`src/sv/eilc_pkg.sv`:
```
`timescale 1ns / 1ps
// ----------------------------------------------------------------------------
// eilc_pkg: shared types and constants of the external interrupt line block
// Word formats, request and trigger codes, register offsets and bit fields.
// ----------------------------------------------------------------------------
package eilc_pkg;

   localparam int NUM_LINES  = 3;
   localparam int LINE_SLOTS = 3;

   typedef enum logic [1:0] {
      REQ_READ  = 2'd0,
      REQ_WRITE = 2'd1,
      REQ_TICK  = 2'd2
   } req_kind_type;

   typedef enum logic [1:0] {
      TRIG_HIGH = 2'd0,
      TRIG_LOW  = 2'd1,
      TRIG_RISE = 2'd2,
      TRIG_FALL = 2'd3
   } trig_type;

   typedef struct packed {
      req_kind_type req_type;
      logic [11:0]  reg_offset;
      logic [31:0]  write_data;
      logic [2:0]   pin_levels;
   } req_word_type;

   typedef struct packed {
      logic [31:0] read_data;
      logic [2:0]  irq_lines;
      logic        addr_error;
   } rsp_word_type;

   // Per-line stored state
   typedef struct packed {
      trig_type trig;
      logic     enable;
      logic     clk_sel;
      logic     pending;
      logic     prev_level;
   } line_state_type;

   // Control from the pipeline to the line logic
   typedef struct packed {
      logic commit;
      logic layout;
   } line_ctl_type;

   // Register offsets
   localparam logic [11:0] OFF_LINE0 = 12'h200;
   localparam logic [11:0] OFF_LINE1 = 12'h528;
   localparam logic [11:0] OFF_LINE2 = 12'h52C;
   localparam logic [11:0] SPLIT_OFFSETS [LINE_SLOTS] = '{OFF_LINE0, OFF_LINE1, OFF_LINE2};

   // Control byte bit positions
   localparam int CTL_PEND_BIT  = 0;
   localparam int CTL_CLK_BIT   = 4;
   localparam int CTL_EN_BIT    = 5;
   localparam int CTL_TYPE_LSB  = 6;

   // Configuration register map
   localparam logic [2:0] CSR_ADDR_LAYOUT = 3'd0;

   function automatic logic [7:0] ctl_byte(input line_state_type s);
      logic [7:0] b;
      b = 8'h00;
      b[CTL_PEND_BIT] = s.pending;
      b[CTL_CLK_BIT]  = s.clk_sel;
      b[CTL_EN_BIT]   = s.enable;
      b[CTL_TYPE_LSB +: 2] = s.trig;
      return b;
   endfunction

endpackage

```
`src/sv/eilc_lines.sv`:
```
`timescale 1ns / 1ps
// ----------------------------------------------------------------------------
// eilc_lines: line state and per-item update
// Decodes register accesses, samples pins on ticks and forms the result word.
// ----------------------------------------------------------------------------
module eilc_lines (
   input  logic                  clock,
   input  logic                  reset,
   input  eilc_pkg::line_ctl_type ctl,
   input  eilc_pkg::req_word_type item,
   output eilc_pkg::rsp_word_type result
);

   eilc_pkg::line_state_type line_ff [eilc_pkg::LINE_SLOTS];
   eilc_pkg::line_state_type line_in [eilc_pkg::LINE_SLOTS];

   logic [eilc_pkg::LINE_SLOTS-1:0] sel;
   logic                            is_access;
   logic                            hit;
   logic [7:0]                      wr_byte [eilc_pkg::LINE_SLOTS];
   logic [31:0]                     rd_data;
   logic                            now_lvl;
   logic                            trig_hit;

   always_comb begin
      is_access = (item.req_type == eilc_pkg::REQ_READ) ||
                  (item.req_type == eilc_pkg::REQ_WRITE);
      hit     = 1'b0;
      rd_data = 32'h0;
      now_lvl = 1'b0;
      trig_hit = 1'b0;
      for (int i = 0; i < eilc_pkg::LINE_SLOTS; i++) begin
         if (ctl.layout) begin
            sel[i]     = (i < eilc_pkg::NUM_LINES) && (item.reg_offset == eilc_pkg::OFF_LINE0);
            wr_byte[i] = item.write_data[(2 - i) * 8 +: 8];
         end else begin
            sel[i]     = (i < eilc_pkg::NUM_LINES) &&
                         (item.reg_offset == eilc_pkg::SPLIT_OFFSETS[i]);
            wr_byte[i] = item.write_data[7:0];
         end
      end
      if (ctl.layout) begin
         hit = (item.reg_offset == eilc_pkg::OFF_LINE0);
         for (int i = 0; i < eilc_pkg::LINE_SLOTS; i++) begin
            if (sel[i]) begin
               rd_data[(2 - i) * 8 +: 8] = eilc_pkg::ctl_byte(line_ff[i]);
            end
         end
      end else begin
         hit = |sel;
         for (int i = 0; i < eilc_pkg::LINE_SLOTS; i++) begin
            if (sel[i]) begin
               rd_data[7:0] = eilc_pkg::ctl_byte(line_ff[i]);
            end
         end
      end

      for (int i = 0; i < eilc_pkg::LINE_SLOTS; i++) begin
         line_in[i] = line_ff[i];
         case (item.req_type)
            eilc_pkg::REQ_WRITE: begin
               if (sel[i]) begin
                  line_in[i].clk_sel = wr_byte[i][eilc_pkg::CTL_CLK_BIT];
                  line_in[i].enable  = wr_byte[i][eilc_pkg::CTL_EN_BIT];
                  line_in[i].trig    =
                     eilc_pkg::trig_type'(wr_byte[i][eilc_pkg::CTL_TYPE_LSB +: 2]);
                  if (wr_byte[i][eilc_pkg::CTL_PEND_BIT]) begin
                     line_in[i].pending = 1'b0;
                  end
               end
            end
            eilc_pkg::REQ_TICK: begin
               if (i < eilc_pkg::NUM_LINES) begin
                  now_lvl = item.pin_levels[i];
                  case (line_ff[i].trig)
                     eilc_pkg::TRIG_HIGH: trig_hit = now_lvl;
                     eilc_pkg::TRIG_LOW:  trig_hit = !now_lvl;
                     eilc_pkg::TRIG_RISE: trig_hit = !line_ff[i].prev_level && now_lvl;
                     eilc_pkg::TRIG_FALL: trig_hit = line_ff[i].prev_level && !now_lvl;
                     default:             trig_hit = 1'b0;
                  endcase
                  if (line_ff[i].enable && trig_hit) begin
                     line_in[i].pending = 1'b1;
                  end
                  line_in[i].prev_level = now_lvl;
               end
            end
            default: begin
            end
         endcase
      end

      result.read_data  = (item.req_type == eilc_pkg::REQ_READ) ? rd_data : 32'h0;
      result.addr_error = is_access && !hit;
      for (int i = 0; i < eilc_pkg::LINE_SLOTS; i++) begin
         result.irq_lines[i] = (i < eilc_pkg::NUM_LINES) &&
                               line_in[i].pending && line_in[i].enable;
      end
   end

   always_ff @(posedge clock) begin
      for (int i = 0; i < eilc_pkg::LINE_SLOTS; i++) begin
         if (reset) begin
            line_ff[i] <= '0;
         end else if (ctl.commit) begin
            line_ff[i] <= line_in[i];
         end
      end
   end

endmodule

```
`src/sv/external_irq_line_controller.sv`:
```
`timescale 1ns / 1ps
// ----------------------------------------------------------------------------
// external_irq_line_controller: three external interrupt lines
// Path: a word accepted into the input register passes through the line logic,
// and its result is registered in the output register, which drives rsp_data.
// Throughput: one word per cycle unless the response stalls; the input register
// feeds the line logic, whose result lands in the output register in the same cycle.
// Reset (synchronous): all lines disabled, high type, nothing pending,
// previous pin levels low, split register layout.
// ----------------------------------------------------------------------------
module external_irq_line_controller (
   input  logic                   clock,
   input  logic                   reset,
   // request channel
   input  logic                   req_valid,
   output logic                   req_stall,
   input  eilc_pkg::req_word_type req_data,
   // response channel
   output logic                   rsp_valid,
   input  logic                   rsp_stall,
   output eilc_pkg::rsp_word_type rsp_data,
   // configuration port
   input  logic                   psel,
   input  logic                   penable,
   input  logic                   pwrite,
   input  logic [2:0]             paddr,
   input  logic [31:0]            pwdata,
   output logic [31:0]            prdata,
   output logic                   pready
);

   // Input stage
   logic                   in_valid_ff;
   logic                   in_valid_in;
   eilc_pkg::req_word_type in_word_ff;

   // Output stage
   logic                   out_valid_ff;
   logic                   out_valid_in;
   eilc_pkg::rsp_word_type out_word_ff;

   logic                   layout_ff;
   logic                   out_free;
   logic                   advance;
   logic                   take_in;
   eilc_pkg::line_ctl_type line_ctl;
   eilc_pkg::rsp_word_type result;

   // The output register frees up when empty or when its word leaves now.
   assign out_free  = !out_valid_ff || !rsp_stall;
   // Move the held word through the line logic into the output register.
   assign advance   = in_valid_ff && out_free;
   // Hold off the sender only while the input stage is full and cannot move.
   assign req_stall = in_valid_ff && !out_free;
   assign take_in   = req_valid && !req_stall;

   assign in_valid_in  = take_in || (in_valid_ff && !advance);
   assign out_valid_in = advance || (out_valid_ff && rsp_stall);

   always_ff @(posedge clock) begin
      if (reset) begin
         in_valid_ff  <= 1'b0;
         out_valid_ff <= 1'b0;
      end else begin
         in_valid_ff  <= in_valid_in;
         out_valid_ff <= out_valid_in;
      end
   end

   // Payload registers: load on accept, hold otherwise.
   always_ff @(posedge clock) begin
      if (take_in) begin
         in_word_ff <= req_data;
      end
      if (advance) begin
         out_word_ff <= result;
      end
   end

   // Line state commits exactly when a word advances.
   assign line_ctl.commit = advance;
   assign line_ctl.layout = layout_ff;

   eilc_lines u_lines (
      .clock  (clock),
      .reset  (reset),
      .ctl    (line_ctl),
      .item   (in_word_ff),
      .result (result)
   );

   assign rsp_valid = out_valid_ff;
   assign rsp_data  = out_word_ff;

   // Configuration: single layout register, no wait states.
   assign pready = 1'b1;
   assign prdata = (paddr == eilc_pkg::CSR_ADDR_LAYOUT) ? {31'h0, layout_ff} : 32'h0;

   always_ff @(posedge clock) begin
      if (reset) begin
         layout_ff <= 1'b0;
      end else if (psel && penable && pwrite && pready &&
                   (paddr == eilc_pkg::CSR_ADDR_LAYOUT)) begin
         layout_ff <= pwdata[0];
      end
   end

endmodule
```
`config.mk`:
```
export PLATFORM = sky130hd
export DESIGN_NAME = external_irq_line_controller
export DESIGN_NICKNAME = d
export VERILOG_FILES = /design/src/sv/eilc_pkg.sv /design/src/sv/eilc_lines.sv /design/src/sv/external_irq_line_controller.sv
export SDC_FILE = /design/constraint.sdc
export NUM_CORES = 1
export LEC_CHECK = 0
export BUFFER_PORTS_ARGS = -buffer_cell sky130_fd_sc_hd__buf_2
export CAP_MARGIN = 20
export CELL_PAD_IN_SITES_DETAIL_PLACEMENT = 0
export CELL_PAD_IN_SITES_GLOBAL_PLACEMENT = 1
export CORE_ASPECT_RATIO = 1.1
export CORE_UTILIZATION = 38
export CTS_CLUSTER_SIZE = 8
export DETAILED_ROUTE_END_ITERATION = 16
export MAX_ROUTING_LAYER = met4
export PLACE_DENSITY = 0.91
export SYNTH_ARGS = -nofsm -noshare
export SYNTH_HDL_FRONTEND = slang
export SYNTH_SLANG_ARGS = --single-unit
```
`constraint.sdc`:
```
create_clock -name clock -period 6.7 [get_ports clock]
set_input_delay 0.335 -clock clock [delete_from_list [all_inputs] [get_ports clock]]
set_output_delay 0.335 -clock clock [all_outputs]
set_load 0.05 [all_outputs]
```
# [After elaboration in Yosys (flattened, before gate mapping)]
# Memory sizes are Yosys's and may differ from the RTL's.
# Index checks and enable logic that the tools add are counted.
# W data, S select, Z words.
[classes] muxes=44 div_mod_pow=0 reduce_logical=45 n_lt_le_gt_ge=0 n_eq_ne=14 bitwise_logic=3 n_mul=0 n_addsub=0 n_shift=0
[ops] operator="$mux W8" count=8
[ops] operator="$eq A12 B11 Y1 const B" count=2
[ops] operator="$logic_and A1 B1 Y1" count=21
[ops] operator="$mux W1" count=21
[ops] operator="$mux W6" count=3
[ops] operator="$mux W5" count=3
[ops] operator="$eq A2 B2 Y1 const B" count=7
[ops] operator="$eq A12 B10 Y1 const B" count=1
[ops] operator="$logic_not A1 Y1" count=12
[ops] operator="$mux W4" count=3
[ops] operator="$pmux W1 S4" count=3
[ops] operator="$eq A2 B1 Y1 const B" count=4
[ops] operator="$logic_not A2 Y1" count=4
[ops] operator="$pmux W1 S2" count=3
[ops] operator="$logic_or A1 B1 Y1" count=4
[ops] operator="$logic_not A3 Y1" count=1
[ops] operator="$or A1 B1 Y1" count=3
[ops] operator="$reduce_and A3 Y1" count=1
[ops] operator="$reduce_or A3 Y1" count=1
[ops] operator="$reduce_and A2 Y1" count=1
[totals] latchBits=0 register_bits=80 word_cells=120 inputBits=91 mem_bits_rw=18 output_inout_bits=71 romBits=0 memories=1
[memory_table] name="u_lines.line_ff" words=3 word_bits=6 rd=3 rd_ports_with_merged_regs=0 write_ports=3 line_no="eilc_lines.sv:14" text="eilc_pkg::line_state_type line_ff [eilc_pkg::LINE_SLOTS];"

# [Longest topological paths before layout]
# An unclocked memory read counts as a cell.
[logic_depth] ltp_word=9 mapped_depth=8 mapped_depth_nobuf=7

# [By module]
# A second synthesis with hierarchy kept.
[hier_totals] hier_cells=308 area_unflattened_um2=4548.1
[modules_own_cells] mod="external_irq_line_controller" cells_each=135 instances=1 seq_area_each_um2=2612.5 area_per_inst_um2=2955.3
[modules_own_cells] mod="eilc_lines" cells_each=173 instances=1 seq_area_each_um2=540.5 area_per_inst_um2=1592.8

# [Worst setup path after synthesis]
# No wires, ideal clock.
[synth_path] path_kind="reg-to-reg" startpoint="register out_valid_ff (netlist: rsp_valid)" endpoint="register in_word_ff[0] in the netlist's numbering (enable)" path_slack_ps=3831 period_less_slack_ps=2869 setup_time_ps=424 arrival_time_ps=2445 n_path_buf=0 path_stages_with_launch=3 t_required_ps=6276 path_cell_list="dfxtp_1 > and3_1 > nor2b_1"
[synth_between] elab_chain_len=6
[synth_rtl] element="start: declaration" line_no="external_irq_line_controller.sv:38" text="logic out_valid_ff;"
[synth_rtl] element="start signal: assignment" line_no="external_irq_line_controller.sv:66" text="out_valid_ff <= out_valid_in;"
[synth_rtl] element="$logic_not A1 Y1" line_no="external_irq_line_controller.sv:50" text="assign out_free = !out_valid_ff || !rsp_stall;"
[synth_rtl] element="$logic_or A1 B1 Y1" line_no="external_irq_line_controller.sv:50"
[synth_rtl] element="$logic_not A1 Y1" line_no="external_irq_line_controller.sv:54" text="assign req_stall = in_valid_ff && !out_free;"
[synth_rtl] element="$logic_and A1 B1 Y1" line_no="external_irq_line_controller.sv:54"
[synth_rtl] element="named net req_stall" line_no="external_irq_line_controller.sv:16" text="output logic req_stall,"
[synth_rtl] element="$logic_not A1 Y1" line_no="external_irq_line_controller.sv:55" text="assign take_in = req_valid && !req_stall;"
[synth_rtl] element="$logic_and A1 B1 Y1" line_no="external_irq_line_controller.sv:55"
[synth_rtl] element="named net take_in" line_no="external_irq_line_controller.sv:45" text="logic take_in;"
[synth_rtl] element="end signal: assignment" line_no="external_irq_line_controller.sv:73" text="in_word_ff <= req_data;"
[synth_rtl] element="end: declaration" line_no="external_irq_line_controller.sv:35" text="eilc_pkg::req_word_type in_word_ff;"
# The timed path passes the listed nets, and every way through them passes these cells.
# A chain may end at the register's enable or synchronous reset.

==> impl_metrics.py <==
metrics = {
    "job": {
        "maxCapViolations": 0,
    },
    "sta": {
        "fin_crit_sh_pct": 37.9,
        "period_minus_slack_ps": 2540,
        "slew_violations": 0,
        "hold_ws_ps": 155,
        "slew-limit-headroom_pct": 54.2,
        "skew_ps": 4.93,
        "setup_violations": 0,
        "fmax_ghz": 0.393,
        "setup-tns-final_ps": 0,
        "worstMarginPinSlew_ps": 682,
        "rsz0062_at_grt": "no",
        "hold_viol": 0,
    },
    "placed_design": {
        "gp_congestion": 0.783,
        "dp.final_hpwl_mm": 4.42,
        "placed_area_mm2": 0.00376,
        "numPortBuffers": 64,
    },
    "critical_path": {
        "worstPathMaxFanout": 6,
        "arrival_ps": 2730,
        "cpMostUsedCell": "or4_1",
        "critical-path-top-delay-family": "simple AND/OR/NAND/NOR gates",
        "cpPeakStageDelay_ps": 540,
        "endpoint_kind": "flip-flop",
        "cp_cell_sequence": "or4_1, or3_1, or3_4, or4_1, a21boi_1",
        "startpoint_type": "flip-flop",
        "path_buf_inv": 0,
        "required_ps": 6890,
        "slowest_stage": "or4_1",
        "path_class": "flip-flop to flip-flop",
    },
    "cells_and_area": {
        "final_common_cell": "edfxtp_1",
        "diodes": 0,
        "nets": 446,
        "design_area_mm2": 0.00397,
        "area_growth_pct": 13.6,
        "utilization_pct": 44.5,
        "layout-drive-gt1-share_pct": 25.5,
        "fillers": 842,
        "final_cell_mix": "edfxtp_1, buf_2, conb_1, a21oi_1, and2_1",
    },
    "clock_network": {
        "clk_latency_ps": 350,
        "postCtsSetupBuffers": 0,
        "clk_pin_slew_ps": 80,
        "cts_root_buf": "clkbuf_8",
        "cts_tree": "built",
        "cts-resized-gates": 0,
        "hold_buffers": 0,
        "clockBufferDepth": 2,
        "cts.sinks": 72,
        "htreeDepth": 3,
        "cts_buffers": 9,
    },
    "synthesis": {
        "yosysSeqAreaShare_pct": 61.0,
        "postSynthCellCount": 284,
        "netlist.top_cell.by_area": "edfxtp_1",
        "syn_avg_cell_area_um2": 12.3,
        "synth_edf_count": 69,
        "synth_area_leaders": "edfxtp_1, buf_4, and2_1",
        "yosysUniqueCellTypes": 47,
        "netlist_area_mm2": 0.00350,
        "ys_async_sr_fraction_pct": 0,
        "ys_ff_latch": 72,
        "synth_top_area_share_pct": 59.2,
        "ys.flop_type": "edfxtp_1",
        "yosysWarnings": 0,
    },
    "global_routing": {
        "grt_max_degree": 33,
        "antenna_found_initial": 0,
        "first_global_vias": 1965,
        "overflow": 0,
        "track_usage_pct": 13.6,
        "grt_first_pass_wirelength_mm": 9.32,
    },
    "die": {
        "dieWidth_um": 93.5,
        "rows": 36,
        "ios": 162,
        "initial_utilization_pct": 39.2,
        "core_mm2": 0.00892,
        "die_area_mm2": 0.00959,
        "die_h_um": 103,
    },
    "detailed_routing": {
        "wirelength_mm": 6.01,
        "drtIter0Drc": 132,
        "drc_errors": 0,
        "vias_per_cell": 4.67,
        "vias": 2198,
        "wire_per_inst_um": 12.8,
        "ant_nets": 0,
        "drt-pass1-iter-count": 4,
    },
    "status": {
        "status": "complete, no violations",
    },
    "pwr": {
        "powerDensity_mw_per_mm2": 260,
        "leakage_nw": 1.60,
        "peakVddDrop_mv": 0.146,
    },
    "hold_path": {
        "hp-class": "input pin to flip-flop",
    },
}
==> per-stage QoR <==
step	instances	total power [mW]	setup slack (ps)
after CTS	471	1.03	4130
final	471	1.03	4160
after detailed placement	455	0.673	4150
after global placement	455	0.671	4180
after floorplan	331	0.666	3830
after global routing	471	1.06	4020
==> cell type report <==
cell class | count | area, µm² | area share (%)
Inverter | 4 | 15.0 | 0.378
Clock inverter | 7 | 86.3 | 2.17
Tap cell | 114 | 143 | 3.59
Clock buffer | 9 | 124 | 3.12
Sequential cell | 72 | 2130 | 53.7
Multi-Input combinational cell | 199 | 1140 | 28.6
Timing Repair Buffer | 66 | 335 | 8.44
==> where the power goes <==
group / internal [mW] / switching [mW]
Clock: 0.206 / 0.162
Combinational: 0.0253 / 0.109
Sequential: 0.517 / 0.0116
==> synth_stat cells, types with 3 or more instances <==
cell type,instances
nand3_1,13
and2_1,15
buf_4,49
o21ai_0,6
nor2_1,11
nand2b_1,10
nor2b_1,6
ha_1,3
mux2i_1,3
clkbuf_1,6
dfxtp_1,3
nor3_1,3
inv_1,4
a21oi_1,15
a21o_1,6
nand2_1,13
edfxtp_1,69
and4_1,3
and3_1,3
a22o_1,5
==> sequential cells by signal (all words and copies together) (netlist names) <==
register         count
layout_ff            1
rsp_valid            1
rsp_data            19
in_word_ff          32
in_valid_ff          1
u_lines.line_ff     18
==> worst register-to-register path: cells and delay by family, from the launching register on <==
kind	cells	cell delay, ps
AND/OR/NAND/NOR	4	1840
flip-flops	1	350
AO/OA/AOI/OAI	1	200
==> cell families (layout without fill, tap and decap cells) <==
kind of cell	count (synthesis)	after routing	share of synthesized area, %
fa+ha+maj	3	3	1.07
buf+inv	60	86	11.7
other cells	2	49	0.215
flops	72	72	61.0
simple gates	89	89	14.3
compound gates	54	54	10.5
mux	4	4	1.18
==> final timing paths <==
path,from,end,slack (ps),cells past startpoint
worst max-delay path,in_word_ff[39]$_DFFE_PP_,rsp_data[1]$_DFFE_PP_,4160,5
worst min register to register,in_valid_ff$_SDFF_PP0_,rsp_valid$_SDFF_PP0_,490,2
worst max register to register,in_word_ff[39]$_DFFE_PP_,rsp_data[1]$_DFFE_PP_,4160,5
worst min-delay path,req_data[43],in_word_ff[43]$_DFFE_PP_,150,1
==> layer usage <==
layer	wire [µm]	vias up	GRT usage (%)
met5	0	-	-
met4	93	0	6.98
met3	393	8	3.47
met2	2840	99	21.1
met1	2680	1013	16.4
li1	-	1078	-
Note: power is estimated with default switching activity, not from simulation.
